## config.mk

```make
export PLATFORM = sky130hd
export DESIGN_NAME = text_console_char_writer_core
export DESIGN_NICKNAME = d
export VERILOG_FILES = /design/src/hdl/tcw_pkg.sv /design/src/hdl/text_console_char_writer_core.sv
export VERILOG_INCLUDE_DIRS = /design/src /design/src/hdl
export SDC_FILE = /design/constraint.sdc
export NUM_CORES = 1
export LEC_CHECK = 0
export BUFFER_PORTS_ARGS = -buffer_cell sky130_fd_sc_hd__clkbuf_2
export CAP_MARGIN = 20
export CORE_UTILIZATION = 45
export CTS_CLUSTER_SIZE = 20
export DETAILED_ROUTE_END_ITERATION = 7
export PLACE_DENSITY_LB_ADDON = 0.15
export SLEW_MARGIN = 10
export SYNTH_ARGS = -nofsm -noshare
export SYNTH_HDL_FRONTEND = slang
export SYNTH_SLANG_ARGS = --single-unit
```

## constraint.sdc

```tcl
create_clock -name clk -period 18.5 [get_ports clk]
set_input_delay 0.925 -clock clk [delete_from_list [all_inputs] [get_ports clk]]
set_output_delay 0.925 -clock clk [all_outputs]
set_load 0.01 [all_outputs]
```

## src/hdl/text_console_char_writer_core_macros.svh

```systemverilog
// Assertion macros shared by the console writer RTL.
// Each macro expects a clock named clk and an active-low reset named rst_n in scope.
`ifndef TEXT_CONSOLE_CHAR_WRITER_CORE_MACROS_SVH
`define TEXT_CONSOLE_CHAR_WRITER_CORE_MACROS_SVH

`ifndef NO_ASSERTIONS

// Same-cycle implication
`define TCW_ASSERT_SAME(label, ante, cons) \
    label: assert property (@(posedge clk) disable iff (!rst_n) (ante) |-> (cons)) \
        else $error("console writer check failed");

// Next-cycle implication
`define TCW_ASSERT_NEXT(label, ante, cons) \
    label: assert property (@(posedge clk) disable iff (!rst_n) (ante) |=> (cons)) \
        else $error("console writer check failed");

`else

`define TCW_ASSERT_SAME(label, ante, cons)
`define TCW_ASSERT_NEXT(label, ante, cons)

`endif

`endif

```

## src/hdl/tcw_pkg.sv

```systemverilog
package tcw_pkg;

    // Character codes
    localparam logic [7:0] CH_NL    = 8'd10;
    localparam logic [7:0] CH_CR    = 8'd13;
    localparam logic [7:0] CH_BS    = 8'd8;
    localparam logic [7:0] CH_SPACE = 8'h20;

    // Cell value after reset: space, colour 7
    localparam logic [7:0]  RST_COLOR = 8'h07;
    localparam logic [15:0] RST_CELL  = {RST_COLOR, CH_SPACE};

    // Configuration register indexes
    localparam logic REG_TEXT_COLOR  = 1'b0;
    localparam logic REG_CURSOR_HIDE = 1'b1;

    // Stream payload widths
    localparam int IN_TDATA_W  = 24;
    localparam int OUT_TDATA_W = 40;
    localparam int HW_OFF_W    = 11;

    typedef logic [5:0] step_t;

    typedef enum logic [1:0] {
        M_NONE,
        M_READ,
        M_READ_AHEAD,
        M_WRITE
    } mem_op_t;

    typedef enum logic [2:0] {
        W_RST,
        W_SPACE,
        W_CHAR,
        W_RECOLOR,
        W_COPY
    } wsel_t;

    typedef enum logic [1:0] {
        A_HOLD,
        A_ZERO,
        A_CUR,
        A_INC
    } addr_op_t;

    typedef enum logic [2:0] {
        C_HOLD,
        C_NEXTROW,
        C_ROWDEC,
        C_START,
        C_COLINC,
        C_COLDEC,
        C_PREVEND
    } cur_op_t;

    typedef enum logic [3:0] {
        COND_NEVER,
        COND_ALWAYS,
        COND_NO_INPUT,
        COND_IS_NL,
        COND_IS_CR,
        COND_IS_BS,
        COND_ROW_NOT_LAST,
        COND_COL_NOT_LAST,
        COND_COL_ZERO,
        COND_ROW_ZERO,
        COND_START_OFF,
        COND_ADDR_NOT_LAST,
        COND_ADDR_NOT_COPY_END,
        COND_OUT_FREE
    } cond_t;

    typedef struct packed {
        logic     take;
        logic     emit;
        logic     hw_upd;
        logic     set_scroll;
        mem_op_t  mem_op;
        wsel_t    wsel;
        addr_op_t addr_op;
        cur_op_t  cur_op;
        cond_t    cond;
        step_t    target;
    } ctl_word_t;

    // Program steps
    localparam step_t ST_CLR    = 6'd0;
    localparam step_t ST_IDLE   = 6'd1;
    localparam step_t ST_DISP   = 6'd2;
    localparam step_t ST_DISP1  = 6'd3;
    localparam step_t ST_DISP2  = 6'd4;
    localparam step_t ST_DR0    = 6'd5;
    localparam step_t ST_DR1    = 6'd6;
    localparam step_t ST_DR2    = 6'd7;
    localparam step_t ST_DR3    = 6'd8;
    localparam step_t ST_DRW    = 6'd9;
    localparam step_t ST_DRW1   = 6'd10;
    localparam step_t ST_DRS    = 6'd11;
    localparam step_t ST_DRS1   = 6'd12;
    localparam step_t ST_RC     = 6'd13;
    localparam step_t ST_RC1    = 6'd14;
    localparam step_t ST_NL     = 6'd15;
    localparam step_t ST_SCR    = 6'd16;
    localparam step_t ST_SCR1   = 6'd17;
    localparam step_t ST_SCR2   = 6'd18;
    localparam step_t ST_SCR3   = 6'd19;
    localparam step_t ST_SCR4   = 6'd20;
    localparam step_t ST_SCR5   = 6'd21;
    localparam step_t ST_NLM    = 6'd22;
    localparam step_t ST_NLM1   = 6'd23;
    localparam step_t ST_NLM2   = 6'd24;
    localparam step_t ST_CR     = 6'd25;
    localparam step_t ST_CR1    = 6'd26;
    localparam step_t ST_CR2    = 6'd27;
    localparam step_t ST_BS     = 6'd28;
    localparam step_t ST_BS1    = 6'd29;
    localparam step_t ST_BS2    = 6'd30;
    localparam step_t ST_BS3    = 6'd31;
    localparam step_t ST_BSU    = 6'd32;
    localparam step_t ST_BSU1   = 6'd33;
    localparam step_t ST_EMIT   = 6'd34;
    localparam step_t ST_EMIT1  = 6'd35;

    localparam ctl_word_t CTL_NOP = '{
        take: 1'b0, emit: 1'b0, hw_upd: 1'b0, set_scroll: 1'b0,
        mem_op: M_NONE, wsel: W_RST, addr_op: A_HOLD, cur_op: C_HOLD,
        cond: COND_NEVER, target: ST_IDLE
    };

    // Control store
    function automatic ctl_word_t ucode(input step_t pc);
        ctl_word_t w;
        w = CTL_NOP;
        unique case (pc)
            // Sweep the screen to blanks after reset
            ST_CLR:
            begin
                w.mem_op  = M_WRITE;
                w.wsel    = W_RST;
                w.addr_op = A_INC;
                w.cond    = COND_ADDR_NOT_LAST;
                w.target  = ST_CLR;
            end
            ST_IDLE:
            begin
                w.take   = 1'b1;
                w.cond   = COND_NO_INPUT;
                w.target = ST_IDLE;
            end
            ST_DISP:
            begin
                w.cond   = COND_IS_NL;
                w.target = ST_NL;
            end
            ST_DISP1:
            begin
                w.cond   = COND_IS_CR;
                w.target = ST_CR;
            end
            ST_DISP2:
            begin
                w.cond   = COND_IS_BS;
                w.target = ST_BS;
            end
            // Any other byte is drawn at the cursor
            ST_DR0:
            begin
                w.addr_op = A_CUR;
            end
            ST_DR1:
            begin
                w.mem_op = M_WRITE;
                w.wsel   = W_CHAR;
                w.cond   = COND_COL_NOT_LAST;
                w.target = ST_DRS;
            end
            ST_DR2:
            begin
                w.cond   = COND_ROW_NOT_LAST;
                w.target = ST_DRW;
            end
            ST_DR3:
            begin
                w.cond   = COND_ALWAYS;
                w.target = ST_SCR;
            end
            ST_DRW:
            begin
                w.cur_op = C_NEXTROW;
            end
            ST_DRW1:
            begin
                w.addr_op = A_CUR;
                w.hw_upd  = 1'b1;
                w.cond    = COND_ALWAYS;
                w.target  = ST_RC;
            end
            ST_DRS:
            begin
                w.cur_op = C_COLINC;
            end
            ST_DRS1:
            begin
                w.addr_op = A_CUR;
                w.hw_upd  = 1'b1;
            end
            // Give the new cursor cell the current colour
            ST_RC:
            begin
                w.mem_op = M_READ;
            end
            ST_RC1:
            begin
                w.mem_op = M_WRITE;
                w.wsel   = W_RECOLOR;
                w.cond   = COND_ALWAYS;
                w.target = ST_EMIT;
            end
            // Newline
            ST_NL:
            begin
                w.cond   = COND_ROW_NOT_LAST;
                w.target = ST_NLM;
            end
            // Scroll up one row
            ST_SCR:
            begin
                w.addr_op    = A_ZERO;
                w.set_scroll = 1'b1;
            end
            ST_SCR1:
            begin
                w.mem_op = M_READ_AHEAD;
            end
            ST_SCR2:
            begin
                w.mem_op  = M_WRITE;
                w.wsel    = W_COPY;
                w.addr_op = A_INC;
                w.cond    = COND_ADDR_NOT_COPY_END;
                w.target  = ST_SCR1;
            end
            ST_SCR3:
            begin
                w.mem_op  = M_WRITE;
                w.wsel    = W_SPACE;
                w.addr_op = A_INC;
                w.cond    = COND_ADDR_NOT_LAST;
                w.target  = ST_SCR3;
            end
            ST_SCR4:
            begin
                w.cur_op = C_ROWDEC;
                w.cond   = COND_IS_NL;
                w.target = ST_NLM;
            end
            ST_SCR5:
            begin
                w.cond   = COND_ALWAYS;
                w.target = ST_DRW;
            end
            ST_NLM:
            begin
                w.cur_op = C_NEXTROW;
            end
            ST_NLM1:
            begin
                w.addr_op = A_CUR;
                w.hw_upd  = 1'b1;
            end
            ST_NLM2:
            begin
                w.mem_op = M_WRITE;
                w.wsel   = W_SPACE;
                w.cond   = COND_ALWAYS;
                w.target = ST_EMIT;
            end
            // Carriage return
            ST_CR:
            begin
                w.cond   = COND_START_OFF;
                w.target = ST_EMIT;
            end
            ST_CR1:
            begin
                w.cur_op = C_START;
            end
            ST_CR2:
            begin
                w.hw_upd = 1'b1;
                w.cond   = COND_ALWAYS;
                w.target = ST_EMIT;
            end
            // Backspace
            ST_BS:
            begin
                w.cond   = COND_COL_ZERO;
                w.target = ST_BSU;
            end
            ST_BS1:
            begin
                w.cur_op = C_COLDEC;
            end
            ST_BS2:
            begin
                w.addr_op = A_CUR;
                w.hw_upd  = 1'b1;
            end
            ST_BS3:
            begin
                w.mem_op = M_WRITE;
                w.wsel   = W_SPACE;
                w.cond   = COND_ALWAYS;
                w.target = ST_EMIT;
            end
            ST_BSU:
            begin
                w.cond   = COND_ROW_ZERO;
                w.target = ST_EMIT;
            end
            ST_BSU1:
            begin
                w.cur_op = C_PREVEND;
                w.cond   = COND_ALWAYS;
                w.target = ST_BS2;
            end
            // Hand the result to the output register
            ST_EMIT:
            begin
                w.emit   = 1'b1;
                w.cond   = COND_OUT_FREE;
                w.target = ST_IDLE;
            end
            ST_EMIT1:
            begin
                w.cond   = COND_ALWAYS;
                w.target = ST_EMIT;
            end
            default:
            begin
                w.cond   = COND_ALWAYS;
                w.target = ST_IDLE;
            end
        endcase
        return w;
    endfunction

endpackage

```

## src/hdl/text_console_char_writer_core.sv

```systemverilog
// Text console character writer. Each input item is one byte plus a prompt
// start position; each item yields exactly one result item with the echoed
// byte, the new cursor, the start row after any scroll, the hardware cursor
// offset and a scroll flag. The screen store (ROWS x COLS cells of 16 bits)
// is a single-port memory driven by a small microprogram. After reset the
// block sweeps every cell of the store to blanks before it takes its first
// item; configuration writes are taken meanwhile. The block takes no new
// item until its sequencer has handed the last one to the output register
// and is back in its idle step. Of the bytes that do not scroll, an offscreen
// carriage return passes the fewest steps and a drawn byte that wraps to the
// next row the most. A byte that scrolls also copies each cell of the upper
// rows from the cell below it, a read and then a write through the one
// memory port, and then blanks the bottom row.
// The block accepts a new item while the previous result waits in the
// output register; a further result holds the sequencer in its emit step
// and the input stalls until the output register frees up.
`include "text_console_char_writer_core_macros.svh"

module text_console_char_writer_core #(
    parameter int ROWS = 25,
    parameter int COLS = 80
) (
    input  logic                                clk,
    input  logic                                rst_n,
    // Input items
    input  logic                                s_axis_tvalid,
    output logic                                s_axis_tready,
    // [7:0] char_in, [12:8] prompt_row, [19:13] prompt_col, [23:20] zero
    input  logic [tcw_pkg::IN_TDATA_W-1:0]      s_axis_tdata,
    // Result items
    output logic                                m_axis_tvalid,
    input  logic                                m_axis_tready,
    // [7:0] char_echo, [12:8] row_out, [19:13] col_out,
    // [25:20] prompt_row_out, [36:26] hw_cursor_offset, [37] scrolled,
    // [39:38] zero
    output logic [tcw_pkg::OUT_TDATA_W-1:0]     m_axis_tdata,
    // Configuration writes
    input  logic                                cfg_valid,
    output logic                                cfg_ready,
    input  logic                                cfg_index,
    input  logic [7:0]                          cfg_data
);

    localparam int NCELLS = ROWS * COLS;
    localparam int AW     = $clog2(NCELLS);
    localparam int LW     = $clog2(NCELLS + 1);
    localparam int RW     = $clog2(ROWS);
    localparam int CW     = $clog2(COLS);
    localparam int LWX    = LW + tcw_pkg::HW_OFF_W;
    localparam int RWX    = RW + 5;
    localparam int CWX    = CW + 7;

    localparam logic [AW-1:0] ADDR_LAST     = AW'(NCELLS - 1);
    localparam logic [AW-1:0] ADDR_COPY_END = AW'(NCELLS - COLS - 1);
    localparam logic [AW-1:0] ROW_STRIDE    = AW'(COLS);
    localparam logic [RW-1:0] ROW_LAST      = RW'(ROWS - 1);
    localparam logic [CW-1:0] COL_LAST      = CW'(COLS - 1);
    localparam logic [LWX-1:0] HIDDEN_WIDE  = LWX'(NCELLS);
    localparam logic [tcw_pkg::HW_OFF_W-1:0] HIDDEN_OFF =
        HIDDEN_WIDE[tcw_pkg::HW_OFF_W-1:0];

    // Control and datapath registers
    tcw_pkg::step_t     pc_reg, pc_next;
    tcw_pkg::ctl_word_t ctl;
    logic               cond_hit;

    logic [RW-1:0]      row_reg, row_next;
    logic [CW-1:0]      col_reg, col_next;
    logic [AW-1:0]      addr_reg, addr_next;
    logic [tcw_pkg::HW_OFF_W-1:0] hw_reg, hw_next;
    logic [7:0]         color_reg;
    logic               hide_reg;
    logic               scroll_reg;

    logic [7:0]         ch_reg;
    logic [4:0]         srow_reg;
    logic [6:0]         scol_reg;

    logic [15:0]        screen_mem [NCELLS];
    logic [15:0]        rdata_reg;
    logic [AW-1:0]      mem_addr;
    logic [15:0]        wdata;
    logic               mem_we;
    logic               mem_re;

    logic [LW-1:0]      cur_lin;
    logic [LWX-1:0]     cur_lin_wide;
    logic [RWX-1:0]     row_wide;
    logic [CWX-1:0]     col_wide;
    logic               start_off;
    logic               take;
    logic               out_free;
    logic               do_emit;
    logic               cfg_we;

    logic               out_valid_reg;
    logic [7:0]         out_char_reg;
    logic [4:0]         out_row_reg;
    logic [6:0]         out_col_reg;
    logic [5:0]         out_srow_reg;
    logic [tcw_pkg::HW_OFF_W-1:0] out_hw_reg;
    logic               out_scr_reg;

    // Decode the current step
    assign ctl = tcw_pkg::ucode(pc_reg);

    assign take     = ctl.take & s_axis_tvalid;
    assign out_free = ~out_valid_reg | m_axis_tready;
    assign do_emit  = ctl.emit & out_free;
    assign cfg_we   = cfg_valid & cfg_ready;

    assign s_axis_tready = ctl.take;
    assign cfg_ready     = 1'b1;

    // Linear cell index of the cursor
    assign cur_lin      = LW'(row_reg) * LW'(COLS) + LW'(col_reg);
    assign cur_lin_wide = LWX'(cur_lin);
    assign row_wide     = RWX'(row_reg);
    assign col_wide     = CWX'(col_reg);

    assign start_off = ({2'b00, srow_reg} >= 7'(ROWS)) || ({1'b0, scol_reg} >= 8'(COLS));

    // Evaluate the jump condition
    always_comb
    begin
        unique case (ctl.cond)
            tcw_pkg::COND_NEVER:             cond_hit = 1'b0;
            tcw_pkg::COND_ALWAYS:            cond_hit = 1'b1;
            tcw_pkg::COND_NO_INPUT:          cond_hit = ~s_axis_tvalid;
            tcw_pkg::COND_IS_NL:             cond_hit = (ch_reg == tcw_pkg::CH_NL);
            tcw_pkg::COND_IS_CR:             cond_hit = (ch_reg == tcw_pkg::CH_CR);
            tcw_pkg::COND_IS_BS:             cond_hit = (ch_reg == tcw_pkg::CH_BS);
            tcw_pkg::COND_ROW_NOT_LAST:      cond_hit = (row_reg != ROW_LAST);
            tcw_pkg::COND_COL_NOT_LAST:      cond_hit = (col_reg != COL_LAST);
            tcw_pkg::COND_COL_ZERO:          cond_hit = (col_reg == '0);
            tcw_pkg::COND_ROW_ZERO:          cond_hit = (row_reg == '0);
            tcw_pkg::COND_START_OFF:         cond_hit = start_off;
            tcw_pkg::COND_ADDR_NOT_LAST:     cond_hit = (addr_reg != ADDR_LAST);
            tcw_pkg::COND_ADDR_NOT_COPY_END: cond_hit = (addr_reg != ADDR_COPY_END);
            tcw_pkg::COND_OUT_FREE:          cond_hit = out_free;
            default:                         cond_hit = 1'b0;
        endcase
    end

    assign pc_next = cond_hit ? ctl.target : pc_reg + 6'd1;

    // Cursor moves
    always_comb
    begin
        row_next = row_reg;
        col_next = col_reg;
        unique case (ctl.cur_op)
            tcw_pkg::C_HOLD:
            begin
                row_next = row_reg;
            end
            tcw_pkg::C_NEXTROW:
            begin
                row_next = row_reg + 1'b1;
                col_next = '0;
            end
            tcw_pkg::C_ROWDEC:
            begin
                row_next = row_reg - 1'b1;
            end
            tcw_pkg::C_START:
            begin
                row_next = RW'(srow_reg);
                col_next = CW'(scol_reg);
            end
            tcw_pkg::C_COLINC:
            begin
                col_next = col_reg + 1'b1;
            end
            tcw_pkg::C_COLDEC:
            begin
                col_next = col_reg - 1'b1;
            end
            tcw_pkg::C_PREVEND:
            begin
                row_next = row_reg - 1'b1;
                col_next = COL_LAST;
            end
            default:
            begin
                row_next = row_reg;
            end
        endcase
    end

    // Store address
    always_comb
    begin
        unique case (ctl.addr_op)
            tcw_pkg::A_HOLD: addr_next = addr_reg;
            tcw_pkg::A_ZERO: addr_next = '0;
            tcw_pkg::A_CUR:  addr_next = AW'(cur_lin);
            tcw_pkg::A_INC:  addr_next = addr_reg + 1'b1;
            default:         addr_next = addr_reg;
        endcase
    end

    // Hardware cursor: config wins, else follow the cursor while visible
    always_comb
    begin
        hw_next = hw_reg;
        if (cfg_we && (cfg_index == tcw_pkg::REG_CURSOR_HIDE))
        begin
            hw_next = cfg_data[0] ? HIDDEN_OFF : cur_lin_wide[tcw_pkg::HW_OFF_W-1:0];
        end
        else if (ctl.hw_upd && !hide_reg)
        begin
            hw_next = cur_lin_wide[tcw_pkg::HW_OFF_W-1:0];
        end
    end

    // Write data select
    always_comb
    begin
        unique case (ctl.wsel)
            tcw_pkg::W_RST:     wdata = tcw_pkg::RST_CELL;
            tcw_pkg::W_SPACE:   wdata = {color_reg, tcw_pkg::CH_SPACE};
            tcw_pkg::W_CHAR:    wdata = {color_reg, ch_reg};
            tcw_pkg::W_RECOLOR: wdata = {color_reg, rdata_reg[7:0]};
            tcw_pkg::W_COPY:    wdata = rdata_reg;
            default:            wdata = tcw_pkg::RST_CELL;
        endcase
    end

    assign mem_we   = (ctl.mem_op == tcw_pkg::M_WRITE);
    assign mem_re   = (ctl.mem_op == tcw_pkg::M_READ) || (ctl.mem_op == tcw_pkg::M_READ_AHEAD);
    assign mem_addr = (ctl.mem_op == tcw_pkg::M_READ_AHEAD) ? addr_reg + ROW_STRIDE : addr_reg;

    // Screen store, one port
    always_ff @(posedge clk)
    begin
        if (mem_we)
        begin
            screen_mem[mem_addr] <= wdata;
        end
        if (mem_re)
        begin
            rdata_reg <= screen_mem[mem_addr];
        end
    end

    // Sequencer and cursor state
    always_ff @(posedge clk or negedge rst_n)
    begin
        if (!rst_n)
        begin
            pc_reg     <= tcw_pkg::ST_CLR;
            row_reg    <= '0;
            col_reg    <= '0;
            addr_reg   <= '0;
            hw_reg     <= '0;
            color_reg  <= tcw_pkg::RST_COLOR;
            hide_reg   <= 1'b0;
            scroll_reg <= 1'b0;
        end
        else
        begin
            pc_reg   <= pc_next;
            row_reg  <= row_next;
            col_reg  <= col_next;
            addr_reg <= addr_next;
            hw_reg   <= hw_next;
            if (cfg_we && (cfg_index == tcw_pkg::REG_TEXT_COLOR))
            begin
                color_reg <= cfg_data;
            end
            if (cfg_we && (cfg_index == tcw_pkg::REG_CURSOR_HIDE))
            begin
                hide_reg <= cfg_data[0];
            end
            if (take)
            begin
                scroll_reg <= 1'b0;
            end
            else if (ctl.set_scroll)
            begin
                scroll_reg <= 1'b1;
            end
        end
    end

    // Hold the accepted item
    always_ff @(posedge clk)
    begin
        if (take)
        begin
            ch_reg   <= s_axis_tdata[7:0];
            srow_reg <= s_axis_tdata[12:8];
            scol_reg <= s_axis_tdata[19:13];
        end
    end

    // Output register valid
    always_ff @(posedge clk or negedge rst_n)
    begin
        if (!rst_n)
        begin
            out_valid_reg <= 1'b0;
        end
        else if (do_emit)
        begin
            out_valid_reg <= 1'b1;
        end
        else if (m_axis_tready)
        begin
            out_valid_reg <= 1'b0;
        end
    end

    // Output register payload
    always_ff @(posedge clk)
    begin
        if (do_emit)
        begin
            out_char_reg <= ch_reg;
            out_row_reg  <= row_wide[4:0];
            out_col_reg  <= col_wide[6:0];
            out_srow_reg <= {1'b0, srow_reg} - {5'd0, scroll_reg};
            out_hw_reg   <= hw_reg;
            out_scr_reg  <= scroll_reg;
        end
    end

    assign m_axis_tvalid = out_valid_reg;
    assign m_axis_tdata  = {2'b00, out_scr_reg, out_hw_reg, out_srow_reg,
                            out_col_reg, out_row_reg, out_char_reg};

    // Checks
    `TCW_ASSERT_SAME(a_cursor_in_range, 1'b1, (row_reg <= ROW_LAST) && (col_reg <= COL_LAST))
    `TCW_ASSERT_NEXT(a_one_item_at_a_time, s_axis_tvalid && s_axis_tready, !s_axis_tready)
    `TCW_ASSERT_SAME(a_scroll_leaves_last_row, (pc_reg == tcw_pkg::ST_EMIT) && scroll_reg,
                     row_reg == ROW_LAST)
    `TCW_ASSERT_SAME(a_hidden_cursor_parked, hide_reg, hw_reg == HIDDEN_OFF)

endmodule

```

==> impl_metrics.tcl <==
set metrics [dict create \
    seq_area_sq_um 2820 \
    die_area_sq_um 13000 \
    drc_errors 0 \
    drv_cap 0 \
    hp-start "hw_reg[9]" \
    reg2reg_depth 16 \
    r2r_slack_ps 14220 \
    cts_tree "done" \
    cts_setup_buffers 0 \
    clkSlewWorstSetupHoldPaths_ps 70 \
    cts_hold_buf 0 \
    wl_mm 13.0 \
    min_to "out_hw_reg[9]" \
    die_w_um 114 \
    powerDensity_nw_per_um2 171 \
    portBuffers 66 \
    routedWlPerCell_um 17.4 \
    drtIter0Drc 328 \
    netlist_instances 527 \
    finalClockSkew_ps 5.84 \
    start_kind "flip-flop" \
    ys.flop_type "edfxtp_1" \
    routabilityCongestion 0.865 \
    cp_max_fo 20 \
    dp_hpwl_mm 9.11 \
    vias 4296 \
    cp_data_arrival_time_ps 4550 \
    worstPathCellList "inv_1 > ha_1 > nand2b_2 > o21ai_1 > nand3_1 > a31o_1 > nor2_1 > ha_1 > a21o_1 > a21oi_1 > o21bai_1 > a21oi_1 > nor2_1 > nor3b_1 > a21oi_1 > o211ai_1" \
    maxSlewViolCount 0 \
    hold-path-cell-count 0 \
    whs_ps 450 \
    clock-sinks 101 \
    hold_path_class "reg -> reg" \
    drt.antenna.violating_nets 0 \
    via_per_inst 5.72 \
    drive_gt1_share_pct 17.5 \
    die_y_um 114 \
    multiInputGateArea_sq_um 2640 \
    num_antenna_cells 0 \
    hold_viol 0 \
    synth_warnings 0 \
    required_ps 18770 \
    synth_edf_count 58 \
    vdd_drop_max_v 0.0000960 \
    critical_path_class "reg -> reg" \
    cts_resized 0 \
    fill_cells 1072 \
    grt_pass1_wl_mm 21.4 \
    r2r_end "col_reg[6]" \
    firstDrtPassIters 5 \
    cts-root-buf "clkbuf_16" \
    leakage_uw 0.00272 \
    clock_tree.buffer_depth 2 \
    grt_usage_pct 21.6 \
    clk_latency_ps 350 \
    period_minus_slack_ps 4280 \
    cp.depth 16 \
    cts_buffers 9 \
    critPathSlowestCell "ha_1" \
    setup_viol 0 \
    area_growth_pct 12.8 \
    final_cell_mix "66 x clkbuf_2, 58 x edfxtp_1, 44 x nand2_1, 43 x dfrtp_1, 36 x a21oi_1" \
    htree_levels 3 \
    core_area_sq_um 12200 \
    grt_max_degree 44 \
    initial_utilization_pct 46.6 \
    cp-end-kind "flip-flop" \
    status "completed" \
    nNetsFinal 644 \
    mostFrequentLayoutCell "clkbuf_2" \
    ys_types 70 \
    max_freq_mhz 234 \
    synthesis.area_sq_um 5670 \
    overflow 0 \
    postSynthAreaPerCell_sq_um 10.8 \
    power.total_uw 1090 \
    std_cell_rows 40 \
    ioPinCount 81 \
    r2r-start "pc_reg[0]" \
    fin_setup_tns_ps 0 \
    relSlewSlack_pct 32.5 \
    max_slew.worst_pin.slew_ps 1010 \
    path_buf_inv 1 \
    post-route-period-util_pct 23.1 \
    crit_top_cell "a21oi_1" \
    rsz0062_at_grt "no" \
    yosysSeqAreaShare_pct 49.7 \
    post-route-util_pct 52.6 \
    synth-seq-cells 101 \
    critPathMaxStageDelay_ps 640 \
    cp_top_family "compound AO/OA/AOI/OAI gates" \
    postSynth.asyncResetShare_pct 42.6 \
    antenna_found_initial 0 \
    grt_pass1_vias 4197 \
]
-- worst reg2reg max path, delay by kind of cell (launching register included) --
family / cells / cell delay, ps
adder cells (fa/ha/maj): 2 / 990
flip-flops: 1 / 430
AO/OA/AOI/OAI: 8 / 1590
buffers and inverters: 1 / 130
AND/OR/NAND/NOR: 5 / 1060
-- cell usage after synthesis (10+ instances only) --
cell | instances | area (sq um)
a21o_1 | 10 | 75.1
a21oi_1 | 36 | 180
and3_1 | 11 | 68.8
clkbuf_1 | 12 | 45.0
dfrtp_1 | 43 | 1080
edfxtp_1 | 58 | 1740
ha_1 | 24 | 300
inv_1 | 15 | 56.3
nand2_1 | 44 | 165
nand3_1 | 20 | 100
nor2_1 | 33 | 124
nor2b_1 | 13 | 81.3
o21ai_0 | 26 | 130
xnor2_1 | 14 | 123
-- per-stage QoR --
step / instance area, sq um / worst slack, ps / instances
global placement: 6080 / 14460 / 735
floorplan: 5670 / 12240 / 528
global route: 6400 / 13920 / 751
finish: 6400 / 14220 / 751
detailed placement: 6080 / 14330 / 735
CTS: 6400 / 14290 / 751
-- power breakdown --
group	switching [uW]	internal (uW)	leakage (uW)
Combinational	282	218	0.00149
Clock	84.5	119	0.000152
Sequential	80.0	308	0.00107
-- worst max-delay path by stage --
stage                   start               to
floorplan           pc_reg[0]  out_char_reg[0]
global placement    pc_reg[2]        pc_reg[1]
detailed placement  pc_reg[0]       col_reg[6]
CTS                 pc_reg[0]       col_reg[6]
global route        pc_reg[0]       col_reg[6]
finish              pc_reg[0]       col_reg[6]
-- per-layer routing --
metal	global-route usage, %	up-vias	wire [um]
met3	6.56	21	713
met2	34.1	129	6010
met4	7.53	0	300
li1	-	2074	-
met1	28.3	2072	6010
met5	0	-	0
-- area by class of cell --
| type | instances | share of cell area [%] |
|---|---|---|
| clock buffers | 11 | 3.64 |
| clock inverters | 5 | 1.31 |
| inverters | 15 | 0.880 |
| multi-input cells | 382 | 41.3 |
| flip-flops and latches | 101 | 44.1 |
| well taps | 168 | 3.29 |
| repair buffers | 69 | 5.52 |
-- cell families (layout without fill, tap and decap cells) --
group,after synthesis,in the layout,synth area share [%]
buf+inv,45,100,3.84
fa+ha+maj,28,28,6.71
xor+xnor,22,22,3.40
mux,13,13,2.52
other cells,2,3,0.132
compound gates,148,148,18.7
flops,101,101,49.7
simple gates,168,168,15.0
Note: power is estimated with default switching activity, not from simulation.
